File: config.mk
export PLATFORM = sky130hd
export DESIGN_NAME = cau_finish
export DESIGN_NICKNAME = d
export VERILOG_FILES = /design/src/rtl/core/cau_pkg.sv /design/src/rtl/core/cau_finish.sv
export SDC_FILE = /design/constraint.sdc
export NUM_CORES = 1
export LEC_CHECK = 0
export ABC_AREA = 1
export BUFFER_PORTS_ARGS = -buffer_cell sky130_fd_sc_hd__buf_2
export CAP_MARGIN = 0
export CORE_AREA = 10 10 244 246
export CTS_BUF_LIST = sky130_fd_sc_hd__clkbuf_8
export DETAILED_ROUTE_END_ITERATION = 10
export DIE_AREA = 0 0 254 256
export MAX_ROUTING_LAYER = met4
export PLACE_DENSITY = 0.46
export SYNTH_ARGS = -nofsm -noshare
export SYNTH_HDL_FRONTEND = slang
export SYNTH_SLANG_ARGS = --single-unit
File: constraint.sdc
create_clock -name clk -period 5.5 [get_ports clk]
set_clock_uncertainty 0.1 [all_clocks]
set_input_delay 0.55 -clock clk [delete_from_list [all_inputs] [get_ports clk]]
set_output_delay 0.55 -clock clk [all_outputs]
set_load 0.1 [all_outputs]
File: src/rtl/core/cau_pkg.sv
// Shared types, codes, tables and saturation helpers for the complex ALU.
// No dependencies.
package cau_pkg;

  // operation codes carried on the action field
  typedef enum logic [2:0] {
    OP_ADD  = 3'd0,
    OP_SUB  = 3'd1,
    OP_MUL  = 3'd2,
    OP_DIV  = 3'd3,
    OP_MOD  = 3'd4,
    OP_ARG  = 3'd5,
    OP_CONJ = 3'd6
  } op_t;

  // status codes
  localparam logic [1:0] ST_OK   = 2'd0;
  localparam logic [1:0] ST_SAT  = 2'd1;
  localparam logic [1:0] ST_DIVZ = 2'd2;

  // one cell per quotient / root bit
  localparam int NUM_CELLS = 32;

  // angles with 32 fraction bits
  localparam logic signed [39:0] PI_Z      = 40'sd13493037705;
  localparam logic signed [39:0] HALF_PI_Z = 40'sd6746518852;

  // atan(2^-i), 32 fraction bits
  localparam logic [31:0] ATAN_Q32 [NUM_CELLS] = '{
    32'd3373259426, 32'd1991351318, 32'd1052175346, 32'd534100635,
    32'd268086748,  32'd134174063,  32'd67103403,   32'd33553749,
    32'd16777131,   32'd8388597,    32'd4194303,    32'd2097152,
    32'd1048576,    32'd524288,     32'd262144,     32'd131072,
    32'd65536,      32'd32768,      32'd16384,      32'd8192,
    32'd4096,       32'd2048,       32'd1024,       32'd512,
    32'd256,        32'd128,        32'd64,         32'd32,
    32'd16,         32'd8,          32'd4,          32'd2
  };

  // data carried down the cell chain
  typedef struct packed {
    op_t                op;
    logic [31:0]        q_re;     // finished result for the short operations
    logic [31:0]        q_im;
    logic [1:0]         q_st;
    logic               neg_re;   // division sign and special flags
    logic               neg_im;
    logic               ovf_re;
    logic               ovf_im;
    logic               dz;
    logic [63:0]        den;
    logic [63:0]        r_re;     // partial remainders
    logic [63:0]        r_im;
    logic [31:0]        d_re;     // dividend bits in, quotient bits out
    logic [31:0]        d_im;
    logic [63:0]        sq_n;     // radicand, two bits leave per cell
    logic [33:0]        sq_rem;
    logic [31:0]        sq_root;
    logic               c_en;     // rotation active
    logic signed [35:0] cx;
    logic signed [35:0] cy;
    logic signed [39:0] cz;
  } cell_data_t;

  // clamp a 33-bit signed value to 32 bits; msb of result is the clamp flag
  function automatic logic [32:0] sat_s33(input logic signed [32:0] v);
    logic [32:0] r;
    if (v[32] != v[31]) begin
      r = {1'b1, (v[32] ? 32'h8000_0000 : 32'h7FFF_FFFF)};
    end else begin
      r = {1'b0, v[31:0]};
    end
    return r;
  endfunction

  // sign and magnitude to 32-bit two's complement with clamp flag
  function automatic logic [32:0] sat_sm(input logic neg, input logic [63:0] mag);
    logic [32:0] r;
    if (!neg) begin
      if (mag > 64'h7FFF_FFFF) r = {1'b1, 32'h7FFF_FFFF};
      else                     r = {1'b0, mag[31:0]};
    end else begin
      if (mag > 64'h8000_0000) r = {1'b1, 32'h8000_0000};
      else                     r = {1'b0, 32'(32'd0 - mag[31:0])};
    end
    return r;
  endfunction

endpackage

File: src/rtl/core/cau_finish.sv
// Output stage: final rounding and clamping, result register.
// Depends on cau_pkg.
module cau_finish #(
  parameter int FRAC_BITS = 16
) (
  input  logic                clk,
  input  logic                rst,
  input  logic                up_valid,
  output logic                up_ready,
  input  cau_pkg::cell_data_t up_data,
  output logic                out_valid,
  input  logic                out_ready,
  output logic signed [31:0]  res_re,
  output logic signed [31:0]  res_im,
  output logic [1:0]          status
);
  import cau_pkg::*;

  localparam logic signed [39:0] ANG_ROUND = 40'sd1 <<< (31 - FRAC_BITS);

  logic [31:0] re_next, im_next;
  logic [1:0]  st_next;
  logic [63:0] dq_re, dq_im;
  logic [32:0] dr, di;
  logic signed [39:0] zr;

  assign up_ready = !out_valid || out_ready;

  // per-operation result
  always_comb begin
    dq_re = up_data.ovf_re ? 64'h1_0000_0000
          : 64'(up_data.d_re) + 64'(up_data.neg_re && (up_data.r_re != 64'd0));
    dq_im = up_data.ovf_im ? 64'h1_0000_0000
          : 64'(up_data.d_im) + 64'(up_data.neg_im && (up_data.r_im != 64'd0));
    dr = sat_sm(up_data.neg_re, dq_re);
    di = sat_sm(up_data.neg_im, dq_im);
    zr = up_data.cz + ANG_ROUND;
    re_next = '0;
    im_next = '0;
    st_next = ST_OK;
    unique case (up_data.op)
      OP_ADD, OP_SUB, OP_MUL, OP_CONJ: begin
        re_next = up_data.q_re;
        im_next = up_data.q_im;
        st_next = up_data.q_st;
      end
      OP_DIV: begin
        if (up_data.dz) begin
          st_next = ST_DIVZ;
        end else begin
          re_next = dr[31:0];
          im_next = di[31:0];
          st_next = (dr[32] || di[32]) ? ST_SAT : ST_OK;
        end
      end
      OP_MOD: begin
        if (up_data.sq_root[31]) begin
          re_next = 32'h7FFF_FFFF;
          st_next = ST_SAT;
        end else begin
          re_next = up_data.sq_root;
        end
      end
      OP_ARG: begin
        re_next = 32'(zr >>> (32 - FRAC_BITS));
      end
      default: begin
        re_next = '0;
      end
    endcase
  end

  always_ff @(posedge clk) begin
    if (rst) begin
      out_valid <= 1'b0;
    end else if (up_ready) begin
      out_valid <= up_valid;
    end
  end

  always_ff @(posedge clk) begin
    if (up_ready && up_valid) begin
      res_re <= re_next;
      res_im <= im_next;
      status <= st_next;
    end
  end

endmodule

# [Word level (Yosys, flattened, before mapping)]
# Cells that the tools add are included.
[totals] reg_bits=67 latchBits=0 mem_bits_rw=0 mem_bits_ro=0 input_bits=577 output_inout_bits=68 wordCells=46 mem_count=0
[op_classes] addsub=5 multipliers=0 n_div=0 magnitude_cmp=4 n_eq_ne=6 shifts=0 mux=17 bitwise_logic=0 n_reduce_logical=10
[ops] operator="33-bit 2-to-1 mux" n=8
[ops] operator="32-bit one-hot mux with 4 select lines" n=1
[ops] operator="64-bit nonzero test" n=2
[ops] operator="32-bit by 1-bit adder with 33-bit output" n=2
[ops] operator="33-bit by 31-bit greater-than comparator with 1-bit output, second input constant" n=2
[ops] operator="33-bit by 32-bit greater-than comparator with 1-bit output, second input constant" n=2
[ops] operator="32-bit 2-to-1 mux" n=2
[ops] operator="32-bit one-hot mux with 2 select lines" n=1
[ops] operator="1-bit by 32-bit subtractor with 32-bit output, first input constant" n=2
[ops] operator="40-bit by 17-bit adder with 40-bit output, second input constant" n=1
[ops] operator="31-bit 2-to-1 mux" n=1
[ops] operator="3-bit equality test, second input constant" n=3
[ops] operator="3-bit by 2-bit equality test with 1-bit output, second input constant" n=2
[ops] operator="2-bit one-hot mux with 3 select lines" n=1
[ops] operator="4-bit OR reduction" n=1
[ops] operator="3-bit by 1-bit equality test with 1-bit output, second input constant" n=1
[ops] operator="1-bit logical AND" n=3
[ops] operator="3-bit zero test" n=1
[ops] operator="1-bit logical OR" n=2
[ops] operator="1-bit 2-to-1 mux" n=2
[ops] operator="2-bit 2-to-1 mux" n=1
[ops] operator="1-bit zero test" n=1

# [Logic depth before layout (Yosys ltp)]
[depth] ltp_word=11 depth_mapped=24 ltp_nobuf=24

# [Worst setup path before layout]
# Ideal clock, no wire load.
[synth_timing] path_type="reg2reg" startpoint="register out_valid" endpoint="register res_im[0] (enable)" setup_time_ns=0.511 arrival_ns=4.035 t_required_ns=4.889 setup_slack_ns=0.854 path_stages_with_launch=2 n_path_buf=0 period_less_slack_ns=4.646 cell_sequence="dfxtp_1 a21oi_1"
[synth_via] elab_chain_cells=3
[synth_lines] element="from (decl)" line_no="cau_finish.sv:11" rtl="output logic out_valid,"
[synth_lines] element="from (signal assigned)" line_no="cau_finish.sv:77" rtl="out_valid <= up_valid;"
[synth_lines] element="1-bit zero test" line_no="cau_finish.sv:27" rtl="assign up_ready = !out_valid || out_ready;"
[synth_lines] element="1-bit logical OR" line_no="cau_finish.sv:27"
[synth_lines] element="1-bit logical AND" line_no="cau_finish.sv:82" rtl="if (up_ready && up_valid) begin"
[synth_lines] element="to (signal assigned)" line_no="cau_finish.sv:84" rtl="res_im <= im_next;"
[synth_lines] element="to (decl)" line_no="cau_finish.sv:14" rtl="output logic signed [31:0] res_im,"
# Every way passes these cells.
# A chain may end at the register's enable or synchronous reset.

# [Worst setup path after layout]
[layout_timing] startpoint="input up_data[366] in the netlist's numbering" endpoint="register res_im[14], data pin"
[layout_via] elab_chain_cells=9 word_cells_on_any_way=12 classes_between="add/sub (2); order compare (2); mux (6); reduce/logical (2)"
[layout_lines] element="from (decl)" line_no="cau_finish.sv:10" rtl="input cau_pkg::cell_data_t up_data,"
[layout_lines] element="64-bit nonzero test (*)" line_no="cau_finish.sv:34" rtl=": 64'(up_data.d_im) + 64'(up_data.neg_im && (up_data.r_im != 64'd0));"
[layout_lines] element="1-bit logical AND (*)" line_no="cau_finish.sv:34"
[layout_lines] element="32-bit by 1-bit adder with 33-bit output (*)" line_no="cau_finish.sv:34"
[layout_lines] element="33-bit 2-to-1 mux (*)" line_no="cau_finish.sv:33" rtl="dq_im = up_data.ovf_im ? 64'h1_0000_0000"
[layout_lines] element="1-bit by 32-bit subtractor with 32-bit output (tied with other cells)" line_no="cau_pkg.sv:84" rtl="else r = {1'b0, 32'(32'd0 - mag[31:0])};"
[layout_lines] element="33-bit 2-to-1 mux (on tied branches)" line_no="cau_pkg.sv:83, cau_pkg.sv:80"
[layout_lines] element="33-bit 2-to-1 mux (*)" line_no="cau_pkg.sv:79" rtl="if (!neg) begin"
[layout_lines] element="32-bit 2-to-1 mux (*)" line_no="cau_finish.sv:48" rtl="if (up_data.dz) begin"
[layout_lines] element="32-bit one-hot mux with 2 select lines (*)" line_no="cau_finish.sv:41" rtl="unique case (up_data.op)"
[layout_lines] element="net im_next[14]" line_no="cau_finish.sv:21" rtl="logic [31:0] re_next, im_next;"
# Mark *: on every way through the listed nets, which the timed path passes. The rest lies on a longest branch.

==> impl_metrics.yaml <==
run_status:
  outcome: "finished clean"
floorplanning:
  chipHeight_um: 256
  start_util_pct: 16.9
  die_area_um2: 65000
  num_rows: 86
  floorplan.die.width_um: 254
  io_pins: 645
  floorplan.core_area_um2: 54700
setup_path:
  critical_path_class: "primary input to flip-flop"
  timing.critical_path.arrival_ns: 4.37
  cp-startpoint: "up_data[366]"
  worstSetupEndpointType: "flip-flop"
  crit_path_max_fanout: 15
  reg2reg_from: "out_valid$_SDFFE_PP0N_"
  worst-endpoint-required_ns: 5.67
  kind_of_start_point_of_the_critical_path: "primary input"
synth:
  synth-seq-cells: 67
  area_contributors_post_synth: "sky130_fd_sc_hd__nand2_1 (23%), sky130_fd_sc_hd__edfxtp_1 (21%), sky130_fd_sc_hd__nand3_1 (13%)"
  post_synth.cell_area_avg_um2: 5.62
  postSynth.asyncResetShare_pct: 0
  synth.largest_area_cell: "sky130_fd_sc_hd__nand2_1"
  synthDistinctLibCells: 44
  post-synth-top-area-fraction_pct: 22.7
  synth.most_common_cell: "sky130_fd_sc_hd__nand2_1"
  synth-edff-count: 66
  count_of_mapped_cells_out_of_synthesis: 1643
  synth_warnings: 0
  synth.yosys.seq_area_share_pct: 21.7
  synthesis.area_um2: 9240
  synth.net_count: 2229
  synth-main-ff-cell: "sky130_fd_sc_hd__edfxtp_1"
  synth_commonest_cells: "sky130_fd_sc_hd__nand2_1 (558), sky130_fd_sc_hd__nand3_1 (240), sky130_fd_sc_hd__nor2_1 (226), sky130_fd_sc_hd__inv_1 (182), sky130_fd_sc_hd__edfxtp_1 (66)"
hold_path:
  min-delay-path-class: "primary input to flip-flop"
  timing.hold.worst.start: "rst"
sta:
  max_slew.worst_pin.slew_ns: 1.02
  setup_slack_ns: 1.30
  report.final.hold_viol_count: 0
  setup_viol: 0
  achievable-frequency_mhz: 238
  slew_headroom_pct: 32.0
  rsz_0062_raised_after_global_routing: "no"
  setup_total_negative_slack_ns: 0
  number_of_max_slew_violations_in_the_final_report: 0
  period_needed_ns: 4.20
  final_min_period_over_clock_period_pct: 76.4
routing:
  wirelength_mm: 49.6
  dr.pass1.iters: 8
  overall_via_count_from_detail_route: 12100
  drc: 0
  ant_nets: 0
  detail_route.wl_per_cell_um: 18.1
  drt_iter0_drc: 715
  routed_via_density: 4.42
pwr:
  max-vdd-ir-drop_uv: 125
  power-per-cell-area_nw_per_um2: 166
  p_total_mw: 2.04
  leakage_nw: 6.04
cts:
  cts.sinks: 67
  worst_setup_hold_path_clk_slew_ns: 0.08
  tritoncts: "built"
  worstSkewPairLatency_ns: 0.40
  cts_made_buffers: 9
  h-tree-depth: 3
  clockBufferDepth: 2
  post_cts_hold_buffer_count: 0
  post_cts_resized: 0
  post_cts_buffers: 0
  clock_tree.root_cell: "sky130_fd_sc_hd__clkbuf_8"
grt:
  grt_usage_pct: 15.3
  maximum_number_of_pins_on_one_net_before_global_route_repair: 67
  grt_pass1_vias: 12000
  grt_first_pass_wirelength_mm: 73.3
  global_route.overflow_total: 0
  antenna_found_initial: 6
flow_run:
  maxCapViolCount: 0
placed_design:
  dp_hpwl_mm: 42.5
  numPortBuffers: 394
  place.gp.congestion: 0.890
  pre_cts_ws_ns: 0.852
layout:
  layout-drive-gt1-share_pct: 23.9
  fillerInstances: 6346
  multiInputGateArea_um2: 6360
  syn2layout_area_growth_pct: 32.7
  ff_latch_area_um2: 2000
  final_nets: 2611
area by class of cell:
class,count,area share [%]
clock buffers,9,1.01
inverters,186,5.71
diodes,3,0.0613
flip-flops and latches,67,16.3
multi-input cells,1349,51.9
clock inverters,7,0.602
well taps,704,7.19
repair buffers,412,17.2
power breakdown:
group	internal (mW)	leakage [nW]	switching, mW
logic	0.243	5.28	0.709
clock network	0.211	0.102	0.248
registers	0.614	0.661	0.0131
total	1.07	6.04	0.969
worst max-delay path, stage by stage:
cell,delay [ns]
sky130_fd_sc_hd__buf_2,0.09
sky130_fd_sc_hd__nor4_1,0.30
sky130_fd_sc_hd__buf_4,0.19
sky130_fd_sc_hd__nand4_1,0.09
sky130_fd_sc_hd__nor4_1,0.27
sky130_fd_sc_hd__nor2_1,0.11
sky130_fd_sc_hd__ha_1,0.25
sky130_fd_sc_hd__nor2_1,0.12
sky130_fd_sc_hd__nor2_1,0.10
sky130_fd_sc_hd__inv_1,0.11
sky130_fd_sc_hd__ha_1,0.18
sky130_fd_sc_hd__nand2_1,0.08
sky130_fd_sc_hd__nor2_1,0.19
sky130_fd_sc_hd__nand3_1,0.14
sky130_fd_sc_hd__nor2_2,0.27
sky130_fd_sc_hd__nand3_2,0.18
sky130_fd_sc_hd__nor2_4,0.19
sky130_fd_sc_hd__nand2_2,0.10
sky130_fd_sc_hd__nand3_2,0.14
sky130_fd_sc_hd__nand2_4,0.06
sky130_fd_sc_hd__buf_4,0.23
sky130_fd_sc_hd__a21oi_1,0.13
sky130_fd_sc_hd__nand2_1,0.14
sky130_fd_sc_hd__nand2_1,0.11
per-stage QoR:
stage / area [um^2] / hold WS (ns) / std cells / utilization (%)
final: 12300 / 0.224 / 2737 / 22.4
after floorplan: 9240 / 0.519 / 1643 / -
after global placement: 12000 / 0.428 / 2718 / 22.0
after global routing: 12300 / 0.210 / 2737 / 22.4
after CTS: 12200 / 0.186 / 2734 / 22.4
after detailed placement: 12000 / 0.436 / 2718 / 22.0
cell families after synthesis:
kind of cell | after synthesis | synth area share, %
AND/OR/NAND/NOR | 1174 | 56.1
buffers and inverters | 227 | 9.63
AO/OA/AOI/OAI | 136 | 8.56
flip-flops | 67 | 21.7
XOR/XNOR | 30 | 2.84
adder cells (fa/ha/maj) | 9 | 1.22
final timing paths:
kind	end	slack (ns)	depth (start not counted)
max reg2reg	res_im[4]$_DFFE_PP_	3.70	2
min reg2reg	out_valid$_SDFFE_PP0N_	0.43	2
min	out_valid$_SDFFE_PP0N_	0.22	2
max	res_im[14]$_DFFE_PP_	1.30	24
flip-flops by register name, summed over array words and instances, names as in the netlist:
name,count
res_im,32
res_re,32
status,2
out_valid,1
per-layer routing:
layer	wire length (um)	vias to the layer above	global-route usage, %
met4	856	0	3.99
li1	-	6161	-
met2	23200	345	24.4
met5	0	-	-
met1	23300	5555	19.9
met3	2270	38	2.06
cell usage in the layout, fill, tap and decap left out, types with 19 or more instances in the layout:
cell / instances
sky130_fd_sc_hd__o21ai_0: 61
sky130_fd_sc_hd__a21oi_1: 32
sky130_fd_sc_hd__nand3_1: 240
sky130_fd_sc_hd__xor2_1: 19
sky130_fd_sc_hd__nand2_1: 558
sky130_fd_sc_hd__inv_1: 181
sky130_fd_sc_hd__nand4_1: 39
sky130_fd_sc_hd__nor3_1: 22
sky130_fd_sc_hd__edfxtp_1: 66
sky130_fd_sc_hd__nor4_1: 35
sky130_fd_sc_hd__nor2_1: 225
sky130_fd_sc_hd__buf_2: 394
sky130_fd_sc_hd__o21bai_1: 21
Power figures use the tool's default switching activity.
