===== src/rtl/core/cau_pkg.sv =====
// Shared types, codes, tables and saturation helpers for the complex ALU.
// No dependencies.
package cau_pkg;

  // operation codes carried on the action field
  typedef enum logic [2:0] {
    OP_ADD  = 3'd0,
    OP_SUB  = 3'd1,
    OP_MUL  = 3'd2,
    OP_DIV  = 3'd3,
    OP_MOD  = 3'd4,
    OP_ARG  = 3'd5,
    OP_CONJ = 3'd6
  } op_t;

  // status codes
  localparam logic [1:0] ST_OK   = 2'd0;
  localparam logic [1:0] ST_SAT  = 2'd1;
  localparam logic [1:0] ST_DIVZ = 2'd2;

  // one cell per quotient / root bit
  localparam int NUM_CELLS = 32;

  // angles with 32 fraction bits
  localparam logic signed [39:0] PI_Z      = 40'sd13493037705;
  localparam logic signed [39:0] HALF_PI_Z = 40'sd6746518852;

  // atan(2^-i), 32 fraction bits
  localparam logic [31:0] ATAN_Q32 [NUM_CELLS] = '{
    32'd3373259426, 32'd1991351318, 32'd1052175346, 32'd534100635,
    32'd268086748,  32'd134174063,  32'd67103403,   32'd33553749,
    32'd16777131,   32'd8388597,    32'd4194303,    32'd2097152,
    32'd1048576,    32'd524288,     32'd262144,     32'd131072,
    32'd65536,      32'd32768,      32'd16384,      32'd8192,
    32'd4096,       32'd2048,       32'd1024,       32'd512,
    32'd256,        32'd128,        32'd64,         32'd32,
    32'd16,         32'd8,          32'd4,          32'd2
  };

  // data carried down the cell chain
  typedef struct packed {
    op_t                op;
    logic [31:0]        q_re;     // finished result for the short operations
    logic [31:0]        q_im;
    logic [1:0]         q_st;
    logic               neg_re;   // division sign and special flags
    logic               neg_im;
    logic               ovf_re;
    logic               ovf_im;
    logic               dz;
    logic [63:0]        den;
    logic [63:0]        r_re;     // partial remainders
    logic [63:0]        r_im;
    logic [31:0]        d_re;     // dividend bits in, quotient bits out
    logic [31:0]        d_im;
    logic [63:0]        sq_n;     // radicand, two bits leave per cell
    logic [33:0]        sq_rem;
    logic [31:0]        sq_root;
    logic               c_en;     // rotation active
    logic signed [35:0] cx;
    logic signed [35:0] cy;
    logic signed [39:0] cz;
  } cell_data_t;

  // clamp a 33-bit signed value to 32 bits; msb of result is the clamp flag
  function automatic logic [32:0] sat_s33(input logic signed [32:0] v);
    logic [32:0] r;
    if (v[32] != v[31]) begin
      r = {1'b1, (v[32] ? 32'h8000_0000 : 32'h7FFF_FFFF)};
    end else begin
      r = {1'b0, v[31:0]};
    end
    return r;
  endfunction

  // sign and magnitude to 32-bit two's complement with clamp flag
  function automatic logic [32:0] sat_sm(input logic neg, input logic [63:0] mag);
    logic [32:0] r;
    if (!neg) begin
      if (mag > 64'h7FFF_FFFF) r = {1'b1, 32'h7FFF_FFFF};
      else                     r = {1'b0, mag[31:0]};
    end else begin
      if (mag > 64'h8000_0000) r = {1'b1, 32'h8000_0000};
      else                     r = {1'b0, 32'(32'd0 - mag[31:0])};
    end
    return r;
  endfunction

endpackage


===== src/rtl/core/cau_cell.sv =====
// One step cell of the chain: a divider bit for both parts, a root bit and
// a rotation step. Depends on cau_pkg.
module cau_cell #(
  parameter int IDX              = 0,
  parameter int ANGLE_ITERATIONS = 24
) (
  input  logic                clk,
  input  logic                rst,
  input  logic                up_valid,
  output logic                up_ready,
  input  cau_pkg::cell_data_t up_data,
  output logic                dn_valid,
  input  logic                dn_ready,
  output cau_pkg::cell_data_t dn_data
);
  import cau_pkg::*;

  logic       valid;
  cell_data_t data;
  cell_data_t data_next;

  logic [63:0] t_re, t_im;
  logic [35:0] sq_t, sq_trial;
  logic signed [35:0] sx, sy;

  assign up_ready = !valid || dn_ready;
  assign dn_valid = valid;
  assign dn_data  = data;

  // one step of each iterative unit
  always_comb begin
    data_next = up_data;
    // restoring division, real part
    t_re = {up_data.r_re[62:0], up_data.d_re[31]};
    if (t_re >= up_data.den) begin
      data_next.r_re = t_re - up_data.den;
      data_next.d_re = {up_data.d_re[30:0], 1'b1};
    end else begin
      data_next.r_re = t_re;
      data_next.d_re = {up_data.d_re[30:0], 1'b0};
    end
    // restoring division, imaginary part
    t_im = {up_data.r_im[62:0], up_data.d_im[31]};
    if (t_im >= up_data.den) begin
      data_next.r_im = t_im - up_data.den;
      data_next.d_im = {up_data.d_im[30:0], 1'b1};
    end else begin
      data_next.r_im = t_im;
      data_next.d_im = {up_data.d_im[30:0], 1'b0};
    end
    // square root digit
    sq_t     = {up_data.sq_rem, up_data.sq_n[63:62]};
    sq_trial = {2'b00, up_data.sq_root, 2'b01};
    data_next.sq_n = {up_data.sq_n[61:0], 2'b00};
    if (sq_t >= sq_trial) begin
      data_next.sq_rem  = 34'(sq_t - sq_trial);
      data_next.sq_root = {up_data.sq_root[30:0], 1'b1};
    end else begin
      data_next.sq_rem  = 34'(sq_t);
      data_next.sq_root = {up_data.sq_root[30:0], 1'b0};
    end
    // vectoring rotation
    sx = up_data.cx >>> IDX;
    sy = up_data.cy >>> IDX;
    if (up_data.c_en && (IDX < ANGLE_ITERATIONS)) begin
      if (up_data.cy >= 0) begin
        data_next.cx = up_data.cx + sy;
        data_next.cy = up_data.cy - sx;
        data_next.cz = up_data.cz + $signed({8'd0, ATAN_Q32[IDX]});
      end else begin
        data_next.cx = up_data.cx - sy;
        data_next.cy = up_data.cy + sx;
        data_next.cz = up_data.cz - $signed({8'd0, ATAN_Q32[IDX]});
      end
    end
  end

  always_ff @(posedge clk) begin
    if (rst) begin
      valid <= 1'b0;
    end else if (up_ready) begin
      valid <= up_valid;
    end
  end

  always_ff @(posedge clk) begin
    if (up_ready && up_valid) begin
      data <= data_next;
    end
  end

endmodule


===== config.mk =====
export PLATFORM = sky130hd
export DESIGN_NAME = cau_cell
export DESIGN_NICKNAME = d
export VERILOG_FILES = /design/src/rtl/core/cau_pkg.sv /design/src/rtl/core/cau_cell.sv
export SDC_FILE = /design/constraint.sdc
export NUM_CORES = 1
export LEC_CHECK = 0
export BUFFER_PORTS_ARGS = -buffer_cell sky130_fd_sc_hd__buf_2
export CAP_MARGIN = 20
export CORE_AREA = 2 2 447 449
export DETAILED_ROUTE_END_ITERATION = 10
export DIE_AREA = 0 0 449 451
export PLACE_DENSITY_LB_ADDON = 0.05
export SYNTH_ARGS = -nofsm -noshare
export SYNTH_HDL_FRONTEND = slang
export SYNTH_SLANG_ARGS = --single-unit

===== constraint.sdc =====
create_clock -name clk -period 23.9 [get_ports clk]
set_input_delay 4.78 -clock clk [delete_from_list [all_inputs] [get_ports clk]]
set_output_delay 4.78 -clock clk [all_outputs]
set_load 0.1 [all_outputs]

Word level (Yosys, flattened, before mapping) --
Index checks and enable logic that the tools add are counted.
Operators by class: add/subtract/negate cells 8, order comparisons 4, muxes and demuxes 7, reductions and logical operators 3
Operators by type and width (number):
- $mux W112 | 2
- $ge A64 B64 Y1 | 2
- $mux W64 | 2
- $sub A64 B64 Y64 | 2
- $sub A36 B36 Y36 | 2
- $mux W66 | 1
- $add A40 B33 Y40 const B | 1
- $sub A40 B33 Y40 const B | 1
- $add A36 B36 Y36 | 1
- $ge A36 B1 Y1 const B | 1
- $ge A36 B34 Y1 | 1
- $sub A34 B34 Y34 | 1
- $mux W1 | 2
- $logic_and A1 B1 Y1 | 1
- $logic_not A1 Y1 | 1
- $logic_or A1 B1 Y1 | 1
Word-level totals: flip-flop bits (word level) 572, input bits 577, output and inout port bits 575, logic and storage cells 44

Longest topological paths before layout --
Gate-level depths: netlist of the first run.
word-level depth 3, depth in mapped cells 19, mapped depth without buffers 13

Least setup slack after synthesis of the first run --
OpenSTA, ideal clock, no wires.
kind input port to flip-flop, from in dn_ready, to reg data (netlist bit dn_data[0]) (enable), setup time 1.006 ns, arrival time 18.512 ns, required time 22.894 ns, slack 4.382 ns, cell stages on the path 2, buffers on the path 0, path through nand2b_1 -> and2_1
Between the ends: longest elaborated chain between the ends 2
Ends and longest elaborated chain:
- start: declaration | RTL line cau_cell.sv:13 | input logic dn_ready,
- $logic_or A1 B1 Y1 | RTL line cau_cell.sv:26 | assign up_ready = !valid || dn_ready;
- $logic_and A1 B1 Y1 | RTL line cau_cell.sv:87 | if (up_ready && up_valid) begin
- end signal: assignment | RTL line cau_cell.sv:88 | data <= data_next;
- end: declaration | RTL line cau_cell.sv:19 | cell_data_t data;
Every way passes these cells. A chain may end at the register's enable or synchronous reset.

Worst setup path in the final report of the first run --
from in dn_ready, to out up_ready
Between the ends: longest elaborated chain between the ends 1
Ends and longest elaborated chain:
- $logic_or A1 B1 Y1 | RTL line cau_cell.sv:26
- end: declaration | RTL line cau_cell.sv:10 | output logic up_ready,
Every way passes these cells.

==> results of run 1 <==
## synthesized netlist by cell type (24+ instances only)
| library cell | number | area (sq um) |
|---|---|---|
| mux2i_1 | 34 | 340 |
| clkbuf_1 | 141 | 529 |
| o211ai_1 | 28 | 210 |
| nor2_1 | 356 | 1340 |
| a21o_1 | 105 | 788 |
| inv_1 | 262 | 983 |
| a211oi_1 | 34 | 255 |
| ha_1 | 283 | 3540 |
| o31ai_1 | 44 | 330 |
| xnor2_1 | 161 | 1410 |
| o21bai_1 | 73 | 548 |
| o21a_1 | 47 | 353 |
| nand2b_1 | 35 | 219 |
| nand4_1 | 72 | 450 |
| nand2_1 | 266 | 998 |
| edfxtp_1 | 571 | 17100 |
| and3_1 | 26 | 163 |
| nor2b_1 | 39 | 244 |
| a21oi_1 | 501 | 2510 |
| mux2_2 | 58 | 653 |
| nor3_1 | 75 | 375 |
| nand3_1 | 80 | 400 |
| or3_1 | 24 | 150 |
| nor4_1 | 25 | 156 |
| xor2_1 | 74 | 648 |
| buf_1 | 28 | 105 |
| a31oi_1 | 42 | 263 |
| o21ai_0 | 225 | 1130 |
## cells in the final DEF, fill, tap and decap left out, drive strengths merged, types with 13 or more instances in the layout
cell type,n
buf,1170
edfxtp,571
a21oi,501
nor2,356
ha,283
inv,267
nand2,266
o21ai,232
xnor2,161
a21o,105
clkbuf,98
nand3,80
nor3,75
xor2,74
o21bai,73
nand4,72
mux2,58
o21a,47
o31ai,44
a31oi,42
nor2b,39
nand2b,35
a211oi,35
mux2i,34
clkinv,29
o211ai,28
diode,26
and3,26
nor4,25
or3,24
and2,23
a211o,16
a21boi,15
bufinv,14
o31a,13
## cell families (layout without fill, tap and decap cells)
kind of cell	after synthesis	after routing	synth area share (%)
AOI/OAI and AO/OA	1280	1280	20.6
xor gates and xnor gates	235	235	5.33
adders and majority gates	293	293	9.55
buffers and inverters	467	1582	4.67
DFF	572	572	44.4
muxes	92	92	2.57
other	1	28	0.00971
and+or+nand+nor	1061	1061	12.8
## routing by layer
layer | global-route usage [%] | wire, um
met5 | 0 | 247
met4 | 4.43 | 5130
met3 | 3.78 | 9090
met2 | 33.5 | 98300
met1 | 20.0 | 73700
## power by group
part	total [mW]	internal [mW]	switching, mW
clock network	1.30	0.784	0.520
registers	1.24	1.22	0.0223
logic	1.44	0.325	1.11
total	3.98	2.33	1.66
## layout make-up
class	count	area [sq um]
fill	21744	148000
multi-input combinational	2963	19700
sequential	572	17200
timing repair buffer	1170	5930
tap	2656	3320
clock buffer	98	2110
inverter	269	1010
clock inverter	45	664
antenna	26	65.1
## path summary, 6_finish.rpt
path	from	end	slack [ps]	cells after the start
hold reg to reg	dn_valid$_SDFFE_PP0N_	dn_valid$_SDFFE_PP0N_	600	2
setup reg to reg	dn_valid$_SDFFE_PP0N_	dn_data[381]$_DFFE_PP_	20060	5
hold / removal	dn_valid$_SDFFE_PP0N_	dn_valid$_SDFFE_PP0N_	600	2
setup / recovery	dn_ready	up_ready	13680	3
## flip-flops by register name, indices dropped and copies added, names as in the netlist
name / flops
dn_data: 571
dn_valid: 1
## worst min-delay path: stages, from the launching register on
cell	delay (ps)
dfxtp_1	350
nand2b_1	130
a21oi_1	70
## per-stage QoR
stage | util, % | setup slack [ps] | total power, mW | area, sq um
after CTS | 25.2 | 13690 | 4.07 | 49900
after floorplan | - | 4380 | 2.37 | 38600
after global routing | 25.2 | 13670 | 4.18 | 49900
final | 25.2 | 13680 | 3.98 | 50000
after detailed placement | 23.8 | 13610 | 2.72 | 47100
after global placement | 23.8 | 13540 | 2.72 | 47100
==> flow_metrics.env, run 1 <==
export IMPL_drt_iter0_drc=2198
export IMPL_clock_path_buffers=3
export IMPL_grt_remaining_overflow=0
export IMPL_fmax_mhz=97.9
export IMPL_maxSlewViolCount=0
export IMPL_start_kind="primary input"
export IMPL_syn_inst=4001
export IMPL_placedCellCount=7630
export IMPL_ys_flop_type="edfxtp_1"
export IMPL_tightestPinTransition_ps=1040
export IMPL_arrival_ps=5440
export IMPL_netlist_cell_type_count=83
export IMPL_ant_nets=0
export IMPL_holdBufCountCts=0
export IMPL_path_max_fanout=3
export IMPL_vdd_drop_max_mv=0.0432
export IMPL_hp_class="register to register"
export IMPL_crit_path_frequent_cell="buf_2"
export IMPL_period_minus_slack_ps=10220
export IMPL_grt_pass1_vias=35048
export IMPL_layout_drive_gt1_share_pct=27.0
export IMPL_grt_max_degree=151
export IMPL_placementRows=164
export IMPL_htree_levels=3
export IMPL_power_density_nw_per_um2=79.7
export IMPL_yosys_warnings=0
export IMPL_leakage_nw=20.8
export IMPL_synth_edf_count=571
export IMPL_io_buffers=1147
export IMPL_vias_per_cell=4.49
export IMPL_fin_cells=7799
export IMPL_fin_setup_tns_ps=0
export IMPL_path_cells="buf_2 -> nand2b_1 -> buf_2"
export IMPL_critPathKind="primary input to output pin"
export IMPL_ys_ff_latch=572
export IMPL_period_share_pct=42.7
export IMPL_layout_nets=5922
export IMPL_die_w_um=449
export IMPL_track_usage_pct=17.7
export IMPL_area_growth_pct=29.4
export IMPL_cts_tree="yes"
export IMPL_endpoint_kind="output pin"
export IMPL_skew_ps=49.6
export IMPL_post_cts_buffers=0
export IMPL_grt_pass1_wl_mm=262
export IMPL_start_util_pct=19.5
export IMPL_vias=35013
export IMPL_cts_buffers=81
export IMPL_dpl_hpwl_mm=154
export IMPL_worst_ep_required_time_ps=19120
export IMPL_drt_first_pass_iters=5
export IMPL_io_pins=1152
export IMPL_clock_sinks=572
export IMPL_path_buf_inv=2
export IMPL_drv_cap=0
export IMPL_clk_pin_slew_ps=50
export IMPL_synth_area_sq_um=38600
export IMPL_critPathTopFamily="buffers and inverters"
export IMPL_syn_area_per_cell_sq_um=9.66
export IMPL_rsz0062_at_grt="no"
export IMPL_die_area_sq_um=202000
export IMPL_drt_wl_total_mm=186
export IMPL_cts_repair_resized=0
export IMPL_die_y_um=451
export IMPL_yosysSeqAreaShare_pct=44.4
export IMPL_place_congestion=0.837
export IMPL_max_stage_delay_ps=440
export IMPL_finalHoldViolCount=0
export IMPL_whs_ps=599
export IMPL_core_sq_um=198000
export IMPL_grt_antenna_before_repair=117
export IMPL_cts_root_buf="clkbuf_16"
export IMPL_slowest_stage="buf_2"
export IMPL_status="finished, final reports clean"
export IMPL_drc_errors=0
export IMPL_slew_headroom_pct=29.0
export IMPL_finalSetupViolations=0
export IMPL_ys_async_sr_fraction_pct=0
export IMPL_clock_latency_ps=720
export IMPL_wl_per_cell_um=23.9
(Power assumes the default switching activity.)
==> run 2, diff against run 1 <==
--- a/config.mk
+++ b/config.mk
@@ -5,11 +5,12 @@
 export SDC_FILE = /design/constraint.sdc
 export NUM_CORES = 1
 export LEC_CHECK = 0
+export ABC_AREA = 1
 export BUFFER_PORTS_ARGS = -buffer_cell sky130_fd_sc_hd__buf_2
 export CAP_MARGIN = 20
-export CORE_AREA = 2 2 447 449
+export CORE_AREA = 2 2 449 451
 export DETAILED_ROUTE_END_ITERATION = 10
-export DIE_AREA = 0 0 449 451
+export DIE_AREA = 0 0 451 453
 export PLACE_DENSITY_LB_ADDON = 0.05
 export SYNTH_ARGS = -nofsm -noshare
 export SYNTH_HDL_FRONTEND = slang
==> constraint.sdc (replaced) <==
create_clock -name clk -period 9.6 [get_ports clk]
set_input_delay 1.92 -clock clk [delete_from_list [all_inputs] [get_ports clk]]
set_output_delay 1.92 -clock clk [all_outputs]
set_load 0.1 [all_outputs]
==> run 2 against run 1 <==
Count of clock-buffer cells in the layout up 1; routed wire length grew 24%; sequential share of layout area fell by 3.3 points; area after synthesis is 14% higher; combinational power grew to 2.7 times the previous value; worst hold slack lost 67 ps; largest power group unchanged; global-route usage increased by 4.0 points; clock skew shrank 33 ps; clock power is 130% higher; power rose by 150%; sequential power rose by 150%; critical path depth increased by 11.
==> flow_metrics.env, run 2 <==
export IMPL_clock_latency_ps=720
export IMPL_layout_drive_gt1_share_pct=17.9
export IMPL_place_congestion=0.934
export IMPL_dpl_hpwl_mm=198
export IMPL_yosysSeqAreaShare_pct=39.0
export IMPL_layout_common_cells="nand2_1 (1932), buf_2 (1145), inv_1 (1009)"
export IMPL_setup_ws_ps=4120
export IMPL_holdBufCountCts=0
export IMPL_rrSetupSlack_ps=6890
export IMPL_htree_levels=3
export IMPL_clock_path_buffers=3
export IMPL_synth_most_common_cell="nand2_1"
export IMPL_path_buf_inv=4
export IMPL_ys_async_sr_fraction_pct=0
export IMPL_path_cells="buf_2 -> inv_1 -> ha_1 -> nand2_1 -> nor2_1 -> inv_1 -> nor2_2 -> nand2_1 -> nor3_1 -> nand2_2 -> nand3_4 -> buf_4 -> nand3_1 -> nand2_1"
export IMPL_worstReg2RegEnd="dn_data[378]$_DFFE_PP_"
export IMPL_cts_buffers=79
export IMPL_ys_top_cells_by_count="nand2_1 (1933), inv_1 (1011), nor2_1 (589), edfxtp_1 (571), nand3_1 (413)"
export IMPL_endpoint_kind="register"
export IMPL_grt_pass1_vias=44172
export IMPL_area_growth_pct=25.6
export IMPL_fin_setup_tns_ps=0
export IMPL_path_max_fanout=55
export IMPL_netlist_cell_type_count=51
export IMPL_io_buffers=1147
export IMPL_fin_util_pct=27.7
export IMPL_slowest_stage="nand3_4"
export IMPL_grt_antenna_before_repair=60
export IMPL_wl_per_cell_um=23.1
export IMPL_drc_errors=0
export IMPL_r2r_cells=3
export IMPL_die_y_um=453
export IMPL_cts_root_buf="clkbuf_16"
export IMPL_slew_headroom_pct=28.5
export IMPL_min_to="dn_valid$_SDFFE_PP0N_"
export IMPL_tightestPinTransition_ps=1060
export IMPL_syn_area_per_cell_sq_um=7.15
export IMPL_arrival_ps=6030
export IMPL_worst_ep_required_time_ps=10150
export IMPL_period_share_pct=57.1
export IMPL_grt_pass1_wl_mm=319
export IMPL_period_minus_slack_ps=5480
export IMPL_dp_slack_ps=3290
export IMPL_post_cts_buffers=0
export IMPL_synth_top_area_share_pct=39.0
export IMPL_maxSlewViolCount=0
export IMPL_power_density_nw_per_um2=179
export IMPL_yosys_warnings=0
export IMPL_die_area_sq_um=204000
export IMPL_track_usage_pct=21.7
export IMPL_ant_nets=0
export IMPL_placementRows=164
export IMPL_drv_cap=0
export IMPL_rsz0062_at_grt="no"
export IMPL_start_util_pct=22.1
export IMPL_syn_inst=6153
export IMPL_vias_per_cell=4.45
export IMPL_largest_register_ff_count=571
export IMPL_grt_max_degree=111
export IMPL_ys_flop_type="edfxtp_1"
export IMPL_clock_sinks=572
export IMPL_cts_repair_resized=0
export IMPL_io_pins=1152
export IMPL_vdd_drop_max_mv=0.132
export IMPL_drt_wl_total_mm=231
export IMPL_die_w_um=451
export IMPL_finalHoldViolCount=0
export IMPL_skew_ps=16.9
export IMPL_drt_iter0_drc=2868
export IMPL_finalSetupViolations=0
export IMPL_clk_pin_slew_ps=60
export IMPL_status="finished, final reports clean"
export IMPL_whs_path_depth=2
export IMPL_rr_startpoint="dn_valid$_SDFFE_PP0N_"
export IMPL_drt_first_pass_iters=7
export IMPL_n_fill_cell=22379
export IMPL_yosys_area_top_type="edfxtp_1"
export IMPL_max_stage_delay_ps=630
export IMPL_synth_area_sq_um=44000
export IMPL_mostFrequentLayoutCell="nand2_1"
export IMPL_crit_path_frequent_cell="nand2_1"
export IMPL_hp_class="register to register"
export IMPL_critPathTopFamily="simple AND/OR/NAND/NOR gates"
export IMPL_power_mw=9.89
export IMPL_layout_nets=8151
export IMPL_critPathKind="primary input to register"
export IMPL_vias=44606
export IMPL_ys_ff_latch=572
export IMPL_cts_tree="yes"
export IMPL_synth_edf_count=571
export IMPL_leakage_nw=27.5
export IMPL_yosys_top_cells_area="edfxtp_1 (39%), nand2_1 (16%), inv_1 (8.6%)"
export IMPL_start_kind="primary input"
export IMPL_grt_remaining_overflow=0
export IMPL_core_sq_um=199000
export IMPL_fmax_mhz=182
export IMPL_min_from="dn_valid$_SDFFE_PP0N_"
[run 2: through the flow]
stage / area, sq um / instances / hold slack, ps
after floorplan: 44000 / 6154 / 1680
after detailed placement: 52700 / 9861 / 521
after CTS: 55200 / 10002 / 530
after global routing: 55200 / 10006 / 578
after global placement: 52700 / 9860 / 523
final: 55200 / 10017 / 532
[run 2: final cells by class]
class	count	area (sq um)	area share (%)
Clock inverter	42	405	0.734
Timing Repair Buffer	1167	5950	10.8
Tap cell	2656	3320	6.02
Clock buffer	99	2120	3.83
Multi-Input combinational cell	4451	22400	40.6
Antenna cell	15	37.5	0.0680
Inverter	1015	3820	6.91
Sequential cell	572	17200	31.1
[run 2: kinds of logic after synthesis]
kind of cell / after synthesis / share of synthesized area (%)
AND/OR/NAND/NOR: 3161 / 29.6
buffers and inverters: 1131 / 10.1
AO/OA/AOI/OAI: 862 / 10.3
flip-flops: 572 / 39.0
adder cells (fa/ha/maj): 288 / 8.28
XOR/XNOR: 138 / 2.75
other: 1 / 0.00853
[run 2: layer usage]
metal	up-vias	global-route usage, %	share of wire, %
met5	-	0	0.025
met3	273	2.64	3.9
met4	10	5.86	2.8
li1	22277	-	-
met1	20891	25.9	41
met2	1155	40.6	52
[run 2: power by group]
group | switching (mW) | total [mW] | internal, mW
combinational | 3.10 | 3.86 | 0.759
clock | 1.20 | 2.95 | 1.74
sequential | 0.0604 | 3.09 | 3.03
[run 2: worst max-delay path by stage]
stage | startpoint | to | slack (ps) | cells after the start
finish | up_data[464] | dn_data[413]$_DFFE_PP_ | 4120 | 14
global route | up_data[441] | dn_data[421]$_DFFE_PP_ | 3840 | 12
CTS | up_data[465] | dn_data[421]$_DFFE_PP_ | 4080 | 14
detailed placement | up_data[465] | dn_data[421]$_DFFE_PP_ | 3290 | 14
global placement | up_data[465] | dn_data[421]$_DFFE_PP_ | 3330 | 14
floorplan | dn_ready | dn_data[0]$_DFFE_PP_ | -2110 | 2
[run 2: worst min-delay path: stages (launching register included)]
cell	delay (ps)
dfxtp_1	340
nand2_1	90
a21oi_1	60
